$ cat src/hdl/rkbd_pkg.sv
// Package for the rotary knob and button decoder.
// Holds the word types, the register indexes and the quadrature phase table.
// No dependencies.
package rkbd_pkg;

  localparam int unsigned TimeW    = 32;
  localparam int unsigned CfgW     = 8;
  localparam int unsigned NumBtn   = 3;

  localparam logic [CfgW-1:0] DetentsReset  = 8'd1;
  localparam logic [CfgW-1:0] DebounceReset = 8'd20;

  typedef enum logic [1:0] {
    REG_DETENTS  = 2'd0,
    REG_DEBOUNCE = 2'd1,
    REG_SPARE2   = 2'd2,
    REG_SPARE3   = 2'd3
  } cfg_reg_e;

  typedef enum logic [2:0] {
    PH_REST      = 3'd0,
    PH_CW_LAST   = 3'd1,
    PH_CW_START  = 3'd2,
    PH_CW_CONT   = 3'd3,
    PH_CCW_START = 3'd4,
    PH_CCW_LAST  = 3'd5,
    PH_CCW_CONT  = 3'd6
  } phase_e;

  localparam logic signed [1:0] RotNone = 2'sd0;
  localparam logic signed [1:0] RotCw   = -2'sd1;
  localparam logic signed [1:0] RotCcw  = 2'sd1;

  typedef struct packed {
    logic              chan_a;
    logic              chan_b;
    logic              eject_level;
    logic              insert_level;
    logic              knob_level;
    logic [TimeW-1:0]  time_ms;
  } in_word_t;

  typedef struct packed {
    logic signed [1:0] rotation;
    logic              eject_pressed;
    logic              insert_pressed;
    logic              knob_pressed;
  } out_word_t;

  typedef struct packed {
    phase_e phase;
    logic   cw;
    logic   ccw;
  } phase_step_t;

  // Full-step table; column is {chan_b, chan_a}. The unused code steps as rest.
  function automatic phase_step_t phase_next(input phase_e cur, input logic [1:0] col);
    phase_step_t r;
    r = '{phase: PH_REST, cw: 1'b0, ccw: 1'b0};
    case (cur)
      PH_CW_LAST: begin
        case (col)
          2'd0:    r.phase = PH_CW_CONT;
          2'd1:    r.phase = PH_REST;
          2'd2:    r.phase = PH_CW_LAST;
          default: r.cw    = 1'b1;
        endcase
      end
      PH_CW_START: begin
        case (col)
          2'd0:    r.phase = PH_CW_CONT;
          2'd1:    r.phase = PH_CW_START;
          default: r.phase = PH_REST;
        endcase
      end
      PH_CW_CONT: begin
        case (col)
          2'd0:    r.phase = PH_CW_CONT;
          2'd1:    r.phase = PH_CW_START;
          2'd2:    r.phase = PH_CW_LAST;
          default: r.phase = PH_REST;
        endcase
      end
      PH_CCW_START: begin
        case (col)
          2'd0:    r.phase = PH_CCW_CONT;
          2'd2:    r.phase = PH_CCW_START;
          default: r.phase = PH_REST;
        endcase
      end
      PH_CCW_LAST: begin
        case (col)
          2'd0:    r.phase = PH_CCW_CONT;
          2'd1:    r.phase = PH_CCW_LAST;
          2'd2:    r.phase = PH_REST;
          default: r.ccw   = 1'b1;
        endcase
      end
      PH_CCW_CONT: begin
        case (col)
          2'd0:    r.phase = PH_CCW_CONT;
          2'd1:    r.phase = PH_CCW_LAST;
          2'd2:    r.phase = PH_CCW_START;
          default: r.phase = PH_REST;
        endcase
      end
      default: begin
        case (col)
          2'd1:    r.phase = PH_CW_START;
          2'd2:    r.phase = PH_CCW_START;
          default: r.phase = PH_REST;
        endcase
      end
    endcase
    return r;
  endfunction

endpackage

$ cat src/hdl/rotary_knob_and_button_decoder.sv
// Rotary knob and button decoder, top level.
// Depends on rkbd_pkg.
//
// Takes one poll word per cycle and gives one result word per poll in the cycle
// after acceptance. The phase table lookup, the detent counter and the three
// 32-bit hold-time compares all sit between the state registers and a single
// output register, so a word is accepted every cycle unless a result is
// waiting and the output side stalls. Rotation is -1 clockwise, +1
// counter-clockwise; a button press is reported on release after a hold
// strictly longer than debounce_ms. The user must write registers through cfg_we_i
// only while the block is idle, unguarded by the block; indexes 2 and 3 are ignored.
module rotary_knob_and_button_decoder
  import rkbd_pkg::*;
(
  input  logic                clk_i,
  input  logic                rst_ni,
  input  logic                cfg_we_i,
  input  logic [1:0]          cfg_idx_i,
  input  logic [CfgW-1:0]     cfg_data_i,
  input  logic                in_valid_i,
  output logic                in_stall_o,
  input  in_word_t            in_word_i,
  output logic                out_valid_o,
  input  logic                out_stall_i,
  output out_word_t           out_word_o
);

  logic [CfgW-1:0]  detents_q, debounce_q;
  phase_e           phase_q, phase_d;
  logic [7:0]       count_q, count_d;
  logic             last_cw_q, last_cw_d;
  logic [TimeW-1:0] since_q [NumBtn];
  logic [TimeW-1:0] since_d [NumBtn];
  logic [NumBtn-1:0] level, press;
  logic             out_valid_q;
  out_word_t        out_word_q, out_word_d;
  logic             accept;

  assign in_stall_o  = out_valid_q & out_stall_i;
  assign accept      = in_valid_i & ~in_stall_o;
  assign out_valid_o = out_valid_q;
  assign out_word_o  = out_word_q;

  assign level = {in_word_i.knob_level, in_word_i.insert_level, in_word_i.eject_level};

  // buttons: timestamp of press, zero means not held
  always_comb begin
    logic [TimeW-1:0] held;
    for (int i = 0; i < NumBtn; i++) begin
      held = in_word_i.time_ms - since_q[i];
      if (level[i]) begin
        since_d[i] = (since_q[i] == '0) ? in_word_i.time_ms : since_q[i];
        press[i]   = 1'b0;
      end else begin
        since_d[i] = '0;
        press[i]   = (since_q[i] != '0) && (held > {{(TimeW-CfgW){1'b0}}, debounce_q});
      end
    end
  end

  always_comb begin
    phase_step_t      st;
    logic [7:0]       lim;
    logic signed [1:0] rot;
    st        = phase_next(phase_q, {in_word_i.chan_b, in_word_i.chan_a});
    lim       = (detents_q == '0) ? '0 : detents_q - 8'd1;
    rot       = RotNone;
    phase_d   = st.phase;
    count_d   = count_q;
    last_cw_d = last_cw_q;
    if (st.cw || st.ccw) begin
      if (st.cw == last_cw_q) begin
        if (count_q < lim) begin
          count_d = count_q + 8'd1;
        end else begin
          rot     = st.cw ? RotCw : RotCcw;
          count_d = '0;
        end
      end else begin
        // reversal restarts the count at one
        count_d   = 8'd1;
        last_cw_d = st.cw;
        if (lim == '0) begin
          rot = st.cw ? RotCw : RotCcw;
        end
      end
    end
    out_word_d.rotation       = rot;
    out_word_d.eject_pressed  = press[0];
    out_word_d.insert_pressed = press[1];
    out_word_d.knob_pressed   = press[2];
  end

  always_ff @(posedge clk_i or negedge rst_ni) begin
    if (!rst_ni) begin
      detents_q  <= DetentsReset;
      debounce_q <= DebounceReset;
    end else if (cfg_we_i) begin
      case (cfg_reg_e'(cfg_idx_i))
        REG_DETENTS:  detents_q  <= cfg_data_i;
        REG_DEBOUNCE: debounce_q <= cfg_data_i;
        default: ;
      endcase
    end
  end

  always_ff @(posedge clk_i or negedge rst_ni) begin
    if (!rst_ni) begin
      phase_q   <= PH_REST;
      count_q   <= '0;
      last_cw_q <= 1'b1;
      for (int i = 0; i < NumBtn; i++) begin
        since_q[i] <= '0;
      end
    end else if (accept) begin
      phase_q   <= phase_d;
      count_q   <= count_d;
      last_cw_q <= last_cw_d;
      for (int i = 0; i < NumBtn; i++) begin
        since_q[i] <= since_d[i];
      end
    end
  end

  always_ff @(posedge clk_i or negedge rst_ni) begin
    if (!rst_ni) begin
      out_valid_q <= 1'b0;
    end else if (accept) begin
      out_valid_q <= 1'b1;
    end else if (!out_stall_i) begin
      out_valid_q <= 1'b0;
    end
  end

  always_ff @(posedge clk_i) begin
    if (accept) begin
      out_word_q <= out_word_d;
    end
  end

endmodule

$ cat config.mk
export PLATFORM = sky130hd
export DESIGN_NAME = rotary_knob_and_button_decoder
export DESIGN_NICKNAME = d
export VERILOG_FILES = /design/src/hdl/rkbd_pkg.sv /design/src/hdl/rotary_knob_and_button_decoder.sv
export SDC_FILE = /design/constraint.sdc
export NUM_CORES = 1
export LEC_CHECK = 0
export BUFFER_PORTS_ARGS = -buffer_cell sky130_fd_sc_hd__clkbuf_2
export CAP_MARGIN = 20
export CORE_MARGIN = 2
export CORE_UTILIZATION = 64
export DETAILED_ROUTE_END_ITERATION = 16
export PLACE_DENSITY = 0.83
export SLEW_MARGIN = 20
export SYNTH_ARGS = -nofsm -noshare
export SYNTH_HDL_FRONTEND = slang
export SYNTH_SLANG_ARGS = --single-unit
$ cat constraint.sdc
create_clock -name clk_i -period 5.33 [get_ports clk_i]
set_input_delay 0.2665 -clock clk_i [delete_from_list [all_inputs] [get_ports clk_i]]
set_output_delay 0.2665 -clock clk_i [all_outputs]
set_load 0.01 [all_outputs]
==> reports/qor.csv <==
metric,value,unit
dp_cells,1950,
final.setup_skew,0.0132,ns
final_util,70.5,%
grt_first_pass_wirelength,61700,um
rsz0062_at_grt,no,
setup_tns,0,ns
crit_chain,inv_1 > ha_1 > nor2b_1 > o31a_1 > o21ai_0 > a21boi_0 > o21a_1 > nor2_1 > xnor2_1 > ha_1 > a21oi_1 > o21ai_0 > o21a_1 > or4_1 > a2111oi_2 > nand4_1 > or4_1 > o41ai_1 > nand2_1,
core.rowCount,51,
coreArea,19500,um2
wl,38500,um
critical_path.endpoint_type,flop,
wl_per_cell,19.4,um
insertion_delay,0.43,ns
async_flop_share,96.2,%
grt_max_degree,80,
place_ws,0.718,ns
drc,0,
postLayoutSetupSlackWorst,0.641,ns
ios,59,
n_antenna_cell,0,
crit_fanout,4,
yosysWarnings,0,
hold_viol,0,
slowest_delay,0.53,ns
p_sw,1.91,mW
postRouteAntennaNets,0,
comb_power_share,45.4,%
drt_pass1_iterations,6,
cts_made_buffers,17,
port_buffers,58,
p_per_area,331,nW/um2
slew_headroom,43.1,%
synth_ff_type,dfrtp_1,
clock_sinks,130,
status,"complete, no violations",
cap_viol_max_count,0,
swShare,41.9,%
finalSetupViolCount,0,
grt.overflow.total,0,
antenna_found_initial,0,
die_area,21100,um2
clock_power_share,26.4,%
finalMaxSlewViolations,0,
finish.instance_area,13800,um2
synth-seq-cells,130,
grt.total_usage,35.9,%
power,4.56,mW
drive_above_1_share,8.61,%
netlist_area,12800,um2
dieHeight,145,um
cp_data_required_time,5.49,ns
dpl_cell_area,13100,um2
p_seq_share,28.2,%
hp-class,in -> reg,
clock.fmax,0.213,GHz
cts_tree,built,
dp_hpwl,29400,um
clockRootBuffer,clkbuf_16,
path_class,reg -> reg,
die_w,145,um
tightest_slew,0.846,ns
num_vias,12900,
critical_path_buf_inv_count,1,
grt_pass1_vias,11800,
clock_path_buffers,2,
drt_iter0_drc,1237,
fin_nets,1886,
cts.reportedPaths.clkPinSlew,0.06,ns
layout_min_cycle_time,4.69,ns
ys_types,89,
syn_avg_cell_area,7.59,um2
synth_nets,1865,
synth-edff-count,5,
area_growth_syn_to_layout,7.66,%
ir_drop,0.000215,V
cpMaxStageDelayCell,or4_1,
fin_cells,1983,
initial_core_util,65.5,%
vias_per_cell,6.49,
postSynthCellCount,1684,
critical-path-top-delay-family,compound AO/OA/AOI/OAI gates,
cp_data_arrival_time,4.85,ns
period_share,88.0,%
leakagePower,6.10,nW
h-tree-depth,4,
gp_congestion,0.990,
fin_hold_ws,0.0724,ns
internal_power,2.65,mW
yosysSeqAreaShare,25.7,%
start_kind,flop,
[worst paths after layout]
check | start | to | slack, ns | cells after the start
max in group asynchronous | rst_ni | since_q[38]$_DFFE_PN0P_ | 3.72 | 3
worst max register to register | since_q[65]$_DFFE_PN0P_ | out_word_o[2]$_SDFFCE_PP0P_ | 0.64 | 19
worst max-delay path | since_q[65]$_DFFE_PN0P_ | out_word_o[2]$_SDFFCE_PP0P_ | 0.64 | 19
worst min-delay path | in_valid_i | out_valid_o$_DFFE_PN0P_ | 0.07 | 2
worst min register to register | last_cw_q$_DFFE_PN1P_ | last_cw_q$_DFFE_PN1P_ | 0.50 | 2
min in group asynchronous | rst_ni | since_q[44]$_DFFE_PN0P_ | 0.42 | 2
[state kept, by name (all words and copies together), names as in the netlist]
name and cells:
last_cw_q 1, out_word_o 5, debounce_q 8, out_valid_o 1
detents_q 8, count_q 8, since_q 96, phase_q 3
[layer usage]
layer  vias to the layer above  global-route usage, %  part of all wire [%]
met5                         -                      0                     0
met1                      6066                   50.7                    44
met3                        85                   6.02                   8.2
li1                       6174                      -                     -
met4                         0                   12.7                   3.4
met2                       539                   55.9                    45
[area by class of cell]
type,instances,area [um2]
fillers,1652,5760
flip-flops and latches,130,3280
multi-input cells,1340,8650
clock buffers,17,425
inverters,153,574
well taps,265,332
repair buffers,63,337
clock inverters,15,173
[synthesized netlist by cell type, types with 9 or more instances]
library cell,number,area (um2)
a2111oi_0,12,105
a211oi_1,17,128
a21o_1,31,233
a21oi_1,96,480
a31oi_1,20,125
and3_1,16,100
clkbuf_1,47,176
dfrtp_1,121,3030
ha_1,126,1580
inv_1,152,571
mux2_2,14,158
mux2i_1,14,140
nand2_1,285,1070
nand2b_1,22,138
nand3_1,36,180
nand4_1,27,169
nor2_1,83,312
nor2b_1,14,87.6
nor3_1,37,185
nor3b_1,12,90.1
nor4_1,30,188
o2111ai_1,14,123
o211ai_1,21,158
o21a_1,28,210
o21ai_0,175,876
o221ai_1,9,78.8
o31ai_1,11,82.6
or3_1,13,81.3
or4_1,9,67.6
xnor2_1,27,236
[power groups by stage]
stage | Clock (mW) | Sequential [mW] | Combinational [mW]
final | 1.20 | 1.29 | 2.07
after floorplan | 0 | 1.24 | 1.55
after global routing | 1.25 | 1.31 | 2.29
after CTS | 1.21 | 1.28 | 2.02
after detailed placement | 0 | 1.30 | 1.99
after global placement | 0 | 1.29 | 1.96
[cells by family (layout without fill, tap and decap cells)]
family | Yosys count | after routing | share of synthesized area, %
compound gates | 521 | 521 | 26.3
xor+xnor | 35 | 35 | 2.40
fa+ha+maj | 129 | 129 | 12.8
buf+inv | 214 | 248 | 6.92
flops | 130 | 130 | 25.7
mux | 28 | 28 | 2.33
simple gates | 627 | 627 | 23.6
[repair_timing]
action,CTS,global route
hold endpoints to repair,42,0
gates resized for setup,0,0
buffers inserted,0,0
hold buffers,1,0
[cells in the final DEF, fill, tap and decap left out, types with 20 or more instances in the layout]
cell type  count
nand2b_1      22
nand4_1       27
clkbuf_2      57
nor4_1        30
nand2_1      284
nor2_1        83
inv_1        152
xnor2_1       27
a21oi_1       96
a21o_1        31
o21a_1        28
o211ai_1      21
ha_1         126
o21ai_0      175
nand3_1       36
nor3_1        37
dfrtp_1      121
a31oi_1       20
(Power assumes the default switching activity.)
